--- src/hdl/apm_pkg.sv ---
// Shared constants, types and register codes of the peak meter.
package apm_pkg;

	localparam int SAMPLE_BITS    = 24;
	localparam int COEF_FRAC_BITS = 16;
	localparam int REG_BITS       = 16;
	localparam int PEAK_BITS      = 24;
	localparam int CFG_IDX_BITS   = 2;

	localparam int DC_BITS   = SAMPLE_BITS + COEF_FRAC_BITS;
	localparam int DIFF_BITS = DC_BITS + 1;
	localparam int MAG_BITS  = SAMPLE_BITS + 1;
	localparam int PROD_BITS = SAMPLE_BITS + 1 + REG_BITS + 1;
	localparam int SUM_BITS  = ((PROD_BITS > DC_BITS) ? PROD_BITS : DC_BITS) + 1;
	localparam int CMP_BITS  = (MAG_BITS > PEAK_BITS) ? MAG_BITS : PEAK_BITS;
	localparam int FALL_BITS = PEAK_BITS + REG_BITS;

	localparam logic [PEAK_BITS-1:0] PEAK_MAX = '1;

	localparam logic [REG_BITS-1:0] DC_COEF_RESET      = REG_BITS'(43);
	localparam logic [REG_BITS-1:0] HOLD_PERIODS_RESET = REG_BITS'(94);
	localparam logic [REG_BITS-1:0] FALL_MULT_RESET    = REG_BITS'(63570);

	typedef enum logic [CFG_IDX_BITS-1:0] {
		CFG_DC_COEF      = 2'd0,
		CFG_HOLD_PERIODS = 2'd1,
		CFG_FALL_MULT    = 2'd2
	} cfg_idx_t;

	typedef struct packed {
		logic [REG_BITS-1:0] dc_coef;
		logic [REG_BITS-1:0] hold_periods;
		logic [REG_BITS-1:0] fall_mult;
	} cfg_t;

endpackage

--- src/hdl/apm_peak_hold.sv ---
// Period maximum, held peak, hold counter and falloff.
module apm_peak_hold import apm_pkg::*; (
	input  logic                 clk,
	input  logic                 arst_n,
	input  logic                 en,
	input  logic [PEAK_BITS-1:0] mag,
	input  logic                 eop,
	input  cfg_t                 cfg,
	output logic [PEAK_BITS-1:0] peak_next
);

	logic [PEAK_BITS-1:0] period_max_q;
	logic [PEAK_BITS-1:0] held_peak_q;
	logic [REG_BITS-1:0]  hold_count_q;
	logic [PEAK_BITS-1:0] pm_cur;
	logic [FALL_BITS-1:0] fall_prod;
	logic [FALL_BITS-1:0] fall_sh;
	logic [PEAK_BITS-1:0] fall_val;
	logic [REG_BITS-1:0]  count_next;

	assign pm_cur    = (mag > period_max_q) ? mag : period_max_q;
	assign fall_prod = FALL_BITS'(held_peak_q) * FALL_BITS'(cfg.fall_mult);
	assign fall_sh   = fall_prod >> COEF_FRAC_BITS;
	assign fall_val  = (fall_sh > FALL_BITS'(PEAK_MAX)) ? PEAK_MAX : fall_sh[PEAK_BITS-1:0];

	always_comb begin
		peak_next  = held_peak_q;
		count_next = hold_count_q;
		if (pm_cur > held_peak_q) begin
			peak_next  = pm_cur;
			count_next = cfg.hold_periods;
		end else if (hold_count_q != '0) begin
			count_next = hold_count_q - 1'b1;
		end else begin
			peak_next = fall_val;
		end
	end

	always_ff @(posedge clk or negedge arst_n) begin
		if (!arst_n) begin
			period_max_q <= '0;
			held_peak_q  <= '0;
			hold_count_q <= '0;
		end else if (en) begin
			if (eop) begin
				period_max_q <= '0;
				held_peak_q  <= peak_next;
				hold_count_q <= count_next;
			end else begin
				period_max_q <= pm_cur;
			end
		end
	end

endmodule

--- config.mk ---
export PLATFORM = sky130hd
export DESIGN_NAME = apm_peak_hold
export DESIGN_NICKNAME = d
export VERILOG_FILES = /design/src/hdl/apm_pkg.sv /design/src/hdl/apm_peak_hold.sv
export SDC_FILE = /design/constraint.sdc
export NUM_CORES = 1
export LEC_CHECK = 0
export ABC_AREA = 1
export BUFFER_PORTS_ARGS = -buffer_cell sky130_fd_sc_hd__buf_2
export CAP_MARGIN = 20
export CORE_MARGIN = 2
export CORE_UTILIZATION = 50
export CTS_BUF_LIST = sky130_fd_sc_hd__clkbuf_2
export DETAILED_ROUTE_END_ITERATION = 10
export PLACE_DENSITY = 0.66
export REMOVE_ABC_BUFFERS = 1
export SYNTH_ARGS = -nofsm -noshare
export SYNTH_HDL_FRONTEND = slang
export SYNTH_SLANG_ARGS = --single-unit
--- constraint.sdc ---
create_clock -name clk -period 13.3 [get_ports clk]
set_input_delay 2.66 -clock clk [delete_from_list [all_inputs] [get_ports clk]]
set_output_delay 2.66 -clock clk [all_outputs]
set_load 0.01 [all_outputs]
**Word level (Yosys, flattened, before mapping)**

Index checks and enable logic that the tools add are counted.

- Logic and storage cells: 19
- Bits in registers: 64
- Input port bits: 76

- Reductions and logical operators: 4
- $mul: 1
- Mux-type cells: 7
- Add/subtract/negate cells: 1
- $lt $le $gt $ge: 3

Operator list:

| operator | count |
|---|---|
| 24-bit two-way mux | 5 |
| 24-bit greater-than comparator | 2 |
| 24-bit by 16-bit multiplier with 40-bit output | 1 |
| 16-bit two-way mux | 2 |
| 24-bit greater-than comparator, second input constant | 1 |
| 16-bit nonzero test | 1 |
| 16-bit by 1-bit subtractor with 16-bit output, second input constant | 1 |
| 3-bit AND reduction | 1 |
| 2-bit AND reduction | 1 |
| 2-bit nonzero test | 1 |

**Longest topological paths before layout**

- Depth after elaboration: 5
- Depth in mapped cells: 32
- Gate-level depth less buffers: 30

**Worst setup path before layout**

No wires, ideal clock.

- Path type: input -> output
- From: input cfg[6] (netlist name)
- To: output peak_next[7]
- Data arrival time: 7,647 ps
- Setup slack: 2,993 ps
- Buffers on the path: 1
- Stages on the path: 26
- Required time: 10,640 ps
- Cells stage by stage: clkbuf_1 > nand2_1 > fa_1 > inv_1 > fa_1 > inv_1 > fa_1 > inv_1 > fa_1 > fa_1 > inv_1 > fa_1 > inv_1 > ha_1 > nand2_1 > nor2_1 > inv_1 > nor2_1 > inv_1 > nor2_1 > nand2_1 > nand3_1 > xnor2_1 > nand2_1 > nand2_1 > nand2_2

- Cells in the longest elaborated chain, start to end: 5

RTL lines:

| item | RTL line | RTL |
|---|---|---|
| start: declaration | apm_peak_hold.sv:8 | `input cfg_t cfg,` |
| 24-bit by 16-bit multiplier with 40-bit output * | apm_peak_hold.sv:22 | `assign fall_prod = FALL_BITS'(held_peak_q) * FALL_BITS'(cfg.fall_mult);` |
| 24-bit greater-than comparator | apm_peak_hold.sv:24 | `assign fall_val = (fall_sh > FALL_BITS'(PEAK_MAX)) ? PEAK_MAX : fall_sh[PEAK_BITS-1:0];` |
| 24-bit two-way mux * | apm_peak_hold.sv:24 |  |
| 24-bit two-way mux * | apm_peak_hold.sv:32 | `end else if (hold_count_q != '0) begin` |
| 24-bit two-way mux * | apm_peak_hold.sv:29 | `if (pm_cur > held_peak_q) begin` |
| end: declaration | apm_peak_hold.sv:9 | `output logic [PEAK_BITS-1:0] peak_next` |

Mark *: on every way between the ends. The rest lies on a longest branch, timed or not.

**Final worst setup path**

- From: input cfg[10] (netlist name)
- To: output peak_next[18]

The elaborated chain is that of the path after synthesis.

==> impl_results.md <==
- Status: completed
- Cts bufs inserted: 9
- CTS tree: built
- Synthesized flop and latch total: 64
- Clk_skew: 52.4 ps
- DR WL met3: 2.42 mm
- Critical path arrival: 8590 ps
- Core footprint: 35,500 sq um
- Critical path, cell by cell: buf_2, nand2_1, fa_1, inv_1, fa_1, fa_1, fa_1, fa_1, inv_1, fa_1, inv_1, ha_1, nand2_1, nor2_1, inv_1, o21ai_0, a21o_1, nand2_1, nand3_1, nand3_1, nand2_1, nand2_1, buf_2
- Wirelength per Cell: 15.5 um
- Synthesized cell area: 18,000 sq um
- Hold_buf cts: 0
- Reg2reg end: held_peak_q[21]
- Via count of the first global-routing pass: 16,100
- Final period util: 84.6%
- Final ANT Viol Nets: 0
- CTS Sinks: 64
- Layout cells sized above 1: 5.70%
- Total GRT Usage: 25.7%
- R2r setup slk: 6780 ps
- Worst-Skew Late Latency: 550 ps
- Worst Setup End Kind: primary output
- RSZ-0062 raised after global routing: no
- Final net count: 3,026
- DR WL met2: 22.9 mm
- Actual slew at the worst max-slew pin: 982 ps
- GP Congestion: 0.956
- Slowest CP cell: fa_1
- Relative slew margins: 34.5%
- Final hold vios: 0
- Critical path class: in -> out
- Max cap viols: 0
- Top cell by count, worst path: fa_1
- Fmax: 0.0889 GHz
- Area share of the largest cell type after synthesis: 33.9%
- Max Slew Vio Count: 0
- Syn avg cell area: 7.24 sq um
- Ys flop type: dfrtp_1
- Synth area leaders: fa_1 (34%), nand2_1 (15%), inv_1 (14%)
- Setup repair bufs after CTS: 0
- Post-synthesis cell type count: 45
- # rows: 69
- Die Wd: 194 um
- EDFF count, synth: 0
- CTS max path bufs: 2
- Synth-to-Final Area Change: 4.17%
- CP endpoint: peak_next[18]
- Vias: 15,400
- I/O Pins: 100
- Tmin final: 11,250 ps
- Yosys warnings: 0
- Setup Viol. Count Final: 0
- Critical R2R Launch: held_peak_q[16]
- Kind of cell adding the most delay to the critical path: adder cells
- Final HPWL DP: 38.6 mm
- Setup crit start: cfg[10]
- DR pass1 iterations: 5
- Highest metal layer with signal wires: met4
- TNS Setup: 0 ps
- WP data required: 10,640 ps
- Leading area contributor after synthesis: fa_1
- Register area share after synthesis: 8.90%
- H-Tree Depth: 3
- Antenna violations before repair: 2
- Crit Path Max Fanout: 24
- Hold/Removal Path Class: reg -> reg
- Die H: 194 um
- Largest net degree at the start of global routing: 65
- Wl on met1: 19.8 mm
- Port bufs: 83
- Clock root cell: clkbuf_2
- Worst path max stage delay: 570 ps
- Slack of the critical path: 2050 ps
- Worst R2R Path Depth: 25
- Worst-path clk slew: 190 ps
- First-pass GRT wire length: 79.2 mm
- Starting Density: 50.7%
- Post-synth ARST share: 100%
- Via density per instance: 5.20
- Crit start category: input port
- Worst path buffer plus inverter count: 6
- Die ar.: 37,500 sq um
- Fin Hold WS: 570 ps
- Initial detailed-routing violation count: 871
- Post_cts resized: 0
- Finished Core Util: 52.8%
- DR DRC count: 0
- Place WS: 2070 ps
- Final WL: 45.9 mm
- Grt ovf: 0
- Post-synthesis cell count: 2,487
- CP Depth: 23
synth_stat cells (all sizes together) (4+ instances only):
master and instances:
fa 305, xnor2 12, nor3 20, buf 28
ha 158, dfrtp 64, clkbuf 80, o21a 6
o21bai 10, o211ai 11, xor2 11, nand2 729
a21oi 84, a31oi 12, nand3 87, inv 663
nand4 11, nor2 85, a21o 8, o22ai 24
o21ai 42, nand3b 23, a21boi 4
per-layer routing:
metal	vias up	track usage [%]
li1	7328	-
met1	7559	34.4
met2	423	45.1
met3	63	2.90
met4	0	4.98
met5	-	0
cells in the final DEF (no fill, tap or decap), drive strengths merged, types with 2 or more instances in the layout:
cell type / count
a21boi: 4
a21o: 8
a21oi: 84
a31oi: 12
and2: 2
buf: 97
clkbuf: 9
clkinv: 2
clkinvlp: 3
dfrtp: 64
diode: 2
fa: 305
ha: 158
inv: 664
nand2: 729
nand3: 87
nand3b: 23
nand4: 11
nor2: 85
nor3: 20
nor4: 3
o211ai: 11
o21a: 6
o21ai: 42
o21bai: 10
o22ai: 24
xnor2: 12
xor2: 11
state kept, by name (all words and copies together), names as in the netlist:
signal	flops
hold_count_q	16
held_peak_q	24
period_max_q	24
cell type report:
type,instances,area [sq um]
Fill cell,3462,16700
Multi-Input combinational cell,1652,13400
Inverter,663,2490
Sequential cell,64,1600
Tap cell,461,577
Timing Repair Buffer,97,520
Clock inverter,7,71.3
Clock buffer,9,45.0
Antenna cell,2,5.00
worst min path at each step:
stage                         start              end  slack, ps  cells after the start
global placement    hold_count_q[9]  hold_count_q[9]        540                      2
CTS                 hold_count_q[9]  hold_count_q[9]        570                      2
floorplan           hold_count_q[1]  hold_count_q[1]        520                      2
finish              hold_count_q[9]  hold_count_q[9]        570                      2
detailed placement  hold_count_q[9]  hold_count_q[9]        550                      2
global route        hold_count_q[9]  hold_count_q[9]        600                      2
worst reg2reg max path: cells and delay by family, from the launching register on:
family,cells,cell delay (ps)
AO/OA/AOI/OAI,4,890
adder cells (fa/ha/maj),7,3400
buffers and inverters,5,250
AND/OR/NAND/NOR,9,890
flip-flops,1,1030
kinds of logic after synthesis:
group	count (synthesis)	synth area share, %
adders and majority gates	463	44.9
and+or+nand+nor	962	22.0
AOI/OAI and AO/OA	204	6.60
xor gates and xnor gates	23	1.12
buffers and inverters	771	16.4
DFF	64	8.90
metrics by stage:
stage,std cells,cell area [sq um]
final,2955,18800
after global routing,2954,18700
after CTS,2953,18700
after detailed placement,2937,18600
after global placement,2937,18600
after floorplan,2379,17500
Power is left out: the tool's default activity adds up to more than one toggle a clock period on the data nets, which glitch-free logic cannot reach.
