==> config.mk <==
export PLATFORM = sky130hd
export DESIGN_NAME = apm_dc_filter
export DESIGN_NICKNAME = d
export VERILOG_FILES = /design/src/hdl/apm_pkg.sv /design/src/hdl/apm_dc_filter.sv
export SDC_FILE = /design/constraint.sdc
export NUM_CORES = 2
export LEC_CHECK = 0
export ABC_AREA = 1
export BUFFER_PORTS_ARGS = -buffer_cell sky130_fd_sc_hd__buf_2
export CELL_PAD_IN_SITES_DETAIL_PLACEMENT = 1
export CELL_PAD_IN_SITES_GLOBAL_PLACEMENT = 2
export CORE_MARGIN = 8
export CORE_UTILIZATION = 30
export CTS_CLUSTER_SIZE = 16
export DETAILED_ROUTE_END_ITERATION = 6
export HOLD_SLACK_MARGIN = 0.1
export PLACE_DENSITY_LB_ADDON = 0.08
export RECOVER_POWER = 100
export SYNTH_ARGS = -nofsm -noshare
export SYNTH_HDL_FRONTEND = slang
export SYNTH_SLANG_ARGS = --single-unit
==> constraint.sdc <==
create_clock -name clk -period 16.6 [get_ports clk]
set_input_delay 2.49 -clock clk [delete_from_list [all_inputs] [get_ports clk]]
set_output_delay 2.49 -clock clk [all_outputs]
set_load 0.02 [all_outputs]
==> src/hdl/apm_pkg.sv <==
// Shared constants, types and register codes of the peak meter.
package apm_pkg;

	localparam int SAMPLE_BITS    = 24;
	localparam int COEF_FRAC_BITS = 16;
	localparam int REG_BITS       = 16;
	localparam int PEAK_BITS      = 24;
	localparam int CFG_IDX_BITS   = 2;

	localparam int DC_BITS   = SAMPLE_BITS + COEF_FRAC_BITS;
	localparam int DIFF_BITS = DC_BITS + 1;
	localparam int MAG_BITS  = SAMPLE_BITS + 1;
	localparam int PROD_BITS = SAMPLE_BITS + 1 + REG_BITS + 1;
	localparam int SUM_BITS  = ((PROD_BITS > DC_BITS) ? PROD_BITS : DC_BITS) + 1;
	localparam int CMP_BITS  = (MAG_BITS > PEAK_BITS) ? MAG_BITS : PEAK_BITS;
	localparam int FALL_BITS = PEAK_BITS + REG_BITS;

	localparam logic [PEAK_BITS-1:0] PEAK_MAX = '1;

	localparam logic [REG_BITS-1:0] DC_COEF_RESET      = REG_BITS'(43);
	localparam logic [REG_BITS-1:0] HOLD_PERIODS_RESET = REG_BITS'(94);
	localparam logic [REG_BITS-1:0] FALL_MULT_RESET    = REG_BITS'(63570);

	typedef enum logic [CFG_IDX_BITS-1:0] {
		CFG_DC_COEF      = 2'd0,
		CFG_HOLD_PERIODS = 2'd1,
		CFG_FALL_MULT    = 2'd2
	} cfg_idx_t;

	typedef struct packed {
		logic [REG_BITS-1:0] dc_coef;
		logic [REG_BITS-1:0] hold_periods;
		logic [REG_BITS-1:0] fall_mult;
	} cfg_t;

endpackage

==> src/hdl/apm_dc_filter.sv <==
// One-pole DC tracking filter: holds the estimate and gives the DC-free difference.
module apm_dc_filter import apm_pkg::*; (
	input  logic                          clk,
	input  logic                          arst_n,
	input  logic                          en,
	input  logic signed [SAMPLE_BITS-1:0] sample,
	input  logic        [REG_BITS-1:0]    dc_coef,
	output logic signed [DIFF_BITS-1:0]   diff_out
);

	logic signed [DC_BITS-1:0]             dc_q;
	logic signed [DC_BITS-1:0]             scaled;
	logic signed [DIFF_BITS-1:0]           diff;
	logic signed [MAG_BITS-1:0]            diff_hi;
	logic        [COEF_FRAC_BITS-1:0]      diff_lo;
	logic signed [REG_BITS:0]              coef_s;
	logic signed [PROD_BITS-1:0]           prod_hi;
	logic [COEF_FRAC_BITS+REG_BITS-1:0]    prod_lo;
	logic        [REG_BITS-1:0]            lo_term;
	logic signed [SUM_BITS-1:0]            dc_sum;
	logic signed [DC_BITS-1:0]             dc_next;

	assign scaled  = {sample, {COEF_FRAC_BITS{1'b0}}};
	assign diff    = DIFF_BITS'(scaled) - DIFF_BITS'(dc_q);
	assign diff_hi = diff[DIFF_BITS-1:COEF_FRAC_BITS];
	assign diff_lo = diff[COEF_FRAC_BITS-1:0];
	assign coef_s  = $signed({1'b0, dc_coef});
	assign prod_hi = PROD_BITS'(diff_hi) * PROD_BITS'(coef_s);
	assign prod_lo = (COEF_FRAC_BITS + REG_BITS)'(diff_lo) * (COEF_FRAC_BITS + REG_BITS)'(dc_coef);
	assign lo_term = prod_lo[COEF_FRAC_BITS+REG_BITS-1:COEF_FRAC_BITS];
	assign dc_sum  = SUM_BITS'(dc_q) + SUM_BITS'(prod_hi) + SUM_BITS'($signed({1'b0, lo_term}));
	assign dc_next = dc_sum[DC_BITS-1:0];

	assign diff_out = DIFF_BITS'(scaled) - DIFF_BITS'(dc_next);

	always_ff @(posedge clk or negedge arst_n) begin
		if (!arst_n) begin
			dc_q <= '0;
		end else if (en) begin
			dc_q <= dc_next;
		end
	end

endmodule

---- After elaboration in Yosys (flattened, before gate mapping) ----
Cells that the tools add are included.
Widths: inputs -> output; s select.
operators by class
  $mul .................................... 2
  muxes and demuxes ....................... 0
  eq/ne operators ......................... 0
  reductions and logical operators ........ 0
  add/subtract/negate cells ............... 4
  bitwise gates (word level) .............. 0
  divide/modulo/power cells ............... 0
  magnitude comparators ................... 0
  shifts and indexed selects .............. 0
operators with widths
  cell            count
  $sub 40x40->41  2
  $add 40x17->40  1
  $add 40x40->40  1
  $mul 25x17->40  1
  $mul 16x16->32  1
word-level totals
  register bits ........................... 40
  output and inout port bits .............. 41
  memories kept ........................... 0
  bits in read-only memories .............. 0
  word-level logic and storage cells ...... 7
  input bits .............................. 43
  bits in latches ......................... 0
  memory bits (writable) .................. 0

---- Longest topological paths before layout ----
  word-level depth ........................ 5
  depth in mapped cells ................... 72
  gate-level depth less buffers ........... 71

---- Least setup slack after synthesis ----
No wires, ideal clock.
  path kind ............................... input to output
  start ................................... in dc_coef[2]
  end ..................................... out diff_out[40]
  stages .................................. 58
  data required time ...................... 14.110 ns
  setup slack ............................. 1.247 ns
  arrival time ............................ 12.863 ns
  buffers on the path ..................... 2
  path through ............................ clkbuf_1 > clkbuf_1 > nand2_1 > fa_1 > fa_1 > fa_1 > fa_1 > inv_1 > fa_1 > inv_1 > fa_1 > inv_1 > ha_1 > a21oi_1 > o21ai_0 > a21oi_1 > o21ai_0 > a21oi_1 > [22 not listed] > nand2_1 > nand3_1 > nand2_1 > nand2_1 > a21oi_1 > inv_1 > or2_2 > a21o_1 > nand2_1 > inv_1 > ha_1 > inv_1 > nor2_1 > nand2_1 > nor2_1 > nand4_1 > nand4_1 > nand2_1
between the ends
  word-level cells in the longest chain between the ends .. 4
  elaborated cells on any way between the ends .. 5
  those cells by class .................... add/sub (3); mul (2)
RTL lines
  element           RTL line             source
  start, declared   apm_dc_filter.sv:7   input logic [REG_BITS-1:0] dc_coef,
  $mul 25x17->40    apm_dc_filter.sv:28  assign prod_hi = PROD_BITS'(diff_hi) * PROD_BITS'(coef_s);
  $add 40x40->40    apm_dc_filter.sv:31  assign dc_sum = SUM_BITS'(dc_q) + SUM_BITS'(prod_hi) + SUM_BITS'($signed({1'b0, lo_term}));
  $add 40x17->40 *  apm_dc_filter.sv:31
  $sub 40x40->41 *  apm_dc_filter.sv:34  assign diff_out = DIFF_BITS'(scaled) - DIFF_BITS'(dc_next);
  end, declared     apm_dc_filter.sv:8   output logic signed [DIFF_BITS-1:0] diff_out
Mark *: on every way between the ends. The rest lies on a longest branch, timed or not.

---- Worst setup path in the final report ----
  start ................................... in dc_coef[4]
  end ..................................... out diff_out[40]
The elaborated chain is that of the path after synthesis.

==> results by group <==
Logic synthesis
  • Top post-synthesis cells by area: fa_1, inv_1, nand2_1
  • Top-area cell type share of the netlist area: 0.408
  • Mapped Cells: 4200
  • Avg Cell Area, Syn: 7.39 um2
  • Cell Area, Synth: 31100 um2
  • Synth cell types: 52
  • Seq/Total Area, Yosys: 0.0322
  • FF+latch count, synth: 40
  • Largest area contributor in the netlist: fa_1
  • Synth warn: 0
  • Syn_nets: 5138

Min path
  • Type of the tightest min-delay check: reg2reg

Cells and area
  • P&R area growth vs syn: 11.4%
  • Post-route cell area: 34600 um2
  • FF+latch area: 1000 um2
  • Area of the multi-input gates: 25700 um2
  • Ant. Diodes: 0
  • Biggest regs: dc_q: 40 flops
  • Nets: 5318
  • Share of layout cells above drive strength 1: 0.107
  • Top reg by flops: dc_q
  • Max reg flops: 40
  • Post-route insts no fill: 5761
  • Number of fill cells: 12800

Routing
  • Post-route DRC: 0
  • DR vias: 27100
  • Routed WL: 134000 um
  • Detailed Route Iter0 Violations: 1165
  • Vias per cell: 4.70
  • TritonRoute pass-1 iters: 5
  • Antenna Nets Post-Route: 0
  • Drt wl/cell: 23.3 um

Setup path
  • Register-to-Register Setup Slack: 4.56 ns
  • Most frequent cell on the critical path: nand2_1
  • CP max stage delay: 0.54 ns
  • WS Path Type: in2out
  • Crit path DAT: 13.60 ns
  • CP max FO: 15
  • Critical path endpoint category: primary output
  • Critical Path RT: 14.11 ns
  • Critical path's top delay family: adder cells
  • Slowest CP cell: fa_1
  • CP Launch Type: input port
  • CP Buf/Inv Count: 16

Floorplan
  • Initial Util: 0.301
  • # IOs: 84
  • Die width: 338 um
  • Chip height: 338 um
  • Die ar.: 114000 um2
  • Core area: 103000 um2
  • Row cnt: 118

GRT
  • Initial antenna violation count: 2
  • First-pass GRT wire length: 201000 um
  • Grt total ovfl: 0
  • Pin count of the biggest net entering global routing: 45
  • Vias in the first global route: 30900
  • Tot GR Track Use: 0.239

Timing
  • Final setup viols: 0
  • Hold Vio Cnt, Final: 0
  • Worst-Margin Slew: 3.24 ns
  • RSZ-0062 raised after global routing: true
  • Rel. slew slack: -1.16
  • Final min period: 16.09 ns
  • Fmax: 62.1 MHz
  • Max Slew Vio Count: 41
  • Setup TNS: 0 ns
  • Final Skew: 0.0209 ns
  • Final Cycle Share: 0.969

CTS
  • CTS Buffer Depth: 2
  • Hold_buf cts: 0
  • CTS root buf: clkbuf_16
  • Clk sink count: 40
  • # H-tree levels: 2
  • CTS tree: done
  • Worst-path clk slew: 0.07 ns
  • Cts bufs inserted: 5
  • Worst skew pair latency: 0.34 ns

Placed design
  • Cell Count Post-Placement: 5746
  • Post-DP HPWL: 120000 um
  • Dpl cell area: 34200 um2
  • Routability Congestion: 0.917
  • I/O Buffers: 83

Status
  • Failing checks: capacitance limit, slew limit
  • Status: finished with violations

Flow run
  • # Max-Cap Violations: 1
synth_stat cells (all sizes together):
| master | count |
|---|---|
| clkbuf | 82 |
| nor3 | 21 |
| nor2 | 473 |
| xnor2 | 49 |
| o31ai | 5 |
| nand3b | 8 |
| nand3 | 184 |
| a21o | 7 |
| o221ai | 1 |
| nand2 | 936 |
| nor3b | 1 |
| nand4 | 44 |
| o21ai | 86 |
| nor4 | 7 |
| o21a | 8 |
| dfrtp | 40 |
| a21boi | 2 |
| buf | 7 |
| o2111ai | 1 |
| a21oi | 112 |
| o21bai | 7 |
| xor2 | 55 |
| ha | 262 |
| or4 | 1 |
| inv | 1108 |
| or2 | 44 |
| and2 | 2 |
| clkinv | 12 |
| o211ai | 2 |
| fa | 633 |
layout make-up:
cell class / count / area share
multi-input combinational: 2951 / 0.743
timing repair buffer: 262 / 0.0517
inverter: 1120 / 0.122
sequential: 40 / 0.0289
tap: 1380 / 0.0499
clock inverter: 3 / 0.00134
clock buffer: 5 / 0.00362
placed cells by master (no fill, tap or decap), types with 12 or more instances in the layout:
cell / count
fa_1: 630
xnor2_1: 41
nand4_1: 44
ha_1: 257
o21ai_0: 76
nor2_1: 424
nor3_1: 18
xor2_1: 48
buf_4: 178
clkinv_1: 12
buf_2: 79
nand3_1: 172
nor2_2: 42
a21oi_1: 103
nand3_2: 12
dfrtp_1: 40
or2_2: 36
inv_2: 19
inv_1: 1088
nand2_1: 901
nand2_2: 34
stage by stage:
stage / worst slack [ns] / utilization / hold slack, ns
3_5_place_dp: -0.395 / 0.331 / 0.477
4_1_cts: 0.0122 / 0.334 / 0.495
2_1_floorplan: 1.25 / - / 0.453
6_report: 0.509 / 0.336 / 0.493
3_3_place_gp: -0.336 / 0.331 / 0.473
5_1_grt: -0.0506 / 0.336 / 0.531
routing by layer:
layer | part of all wire | GRT usage | up-vias
met1 | 0.44 | 0.307 | 13900
met4 | 0.037 | 0.0744 | 0
met5 | 0 | 0 | -
li1 | - | - | 12600
met3 | 0.024 | 0.0136 | 147
met2 | 0.50 | 0.430 | 427
kinds of logic after synthesis:
group / count (synthesis) / share of synthesized area
AOI/OAI and AO/OA: 231 / 0.0410
xor gates and xnor gates: 104 / 0.0319
adders and majority gates: 895 / 0.514
buffers and inverters: 1209 / 0.147
DFF: 40 / 0.0322
and+or+nand+nor: 1721 / 0.235
worst paths after layout:
check                                 from            to  cells past startpoint
worst max-delay path            dc_coef[4]  diff_out[40]                     60
worst min-delay path              dc_q[27]      dc_q[27]                      2
worst max register to register     dc_q[4]      dc_q[39]                     59
worst min register to register    dc_q[27]      dc_q[27]                      2
max in group asynchronous           arst_n      dc_q[30]                      2
min in group asynchronous           arst_n       dc_q[7]                      2
worst register-to-register path: cells and delay by family (launching register included):
family	cells	cell delay, ns
XOR/XNOR	1	0.16
AND/OR/NAND/NOR	23	2.32
flip-flops	1	0.73
buffers and inverters	15	1.59
adder cells (fa/ha/maj)	12	5.73
AO/OA/AOI/OAI	8	1.43
timing repair:
action / 4_1_cts / 5_1_grt
resized for setup: 11 / 49
pin swaps: 2 / 9
buffers inserted: 0 / 7
endpoints found under the setup margin: 19 / 23
Power is left out: the tool's default activity adds up to more than one toggle a clock period on the data nets, which glitch-free logic cannot reach.
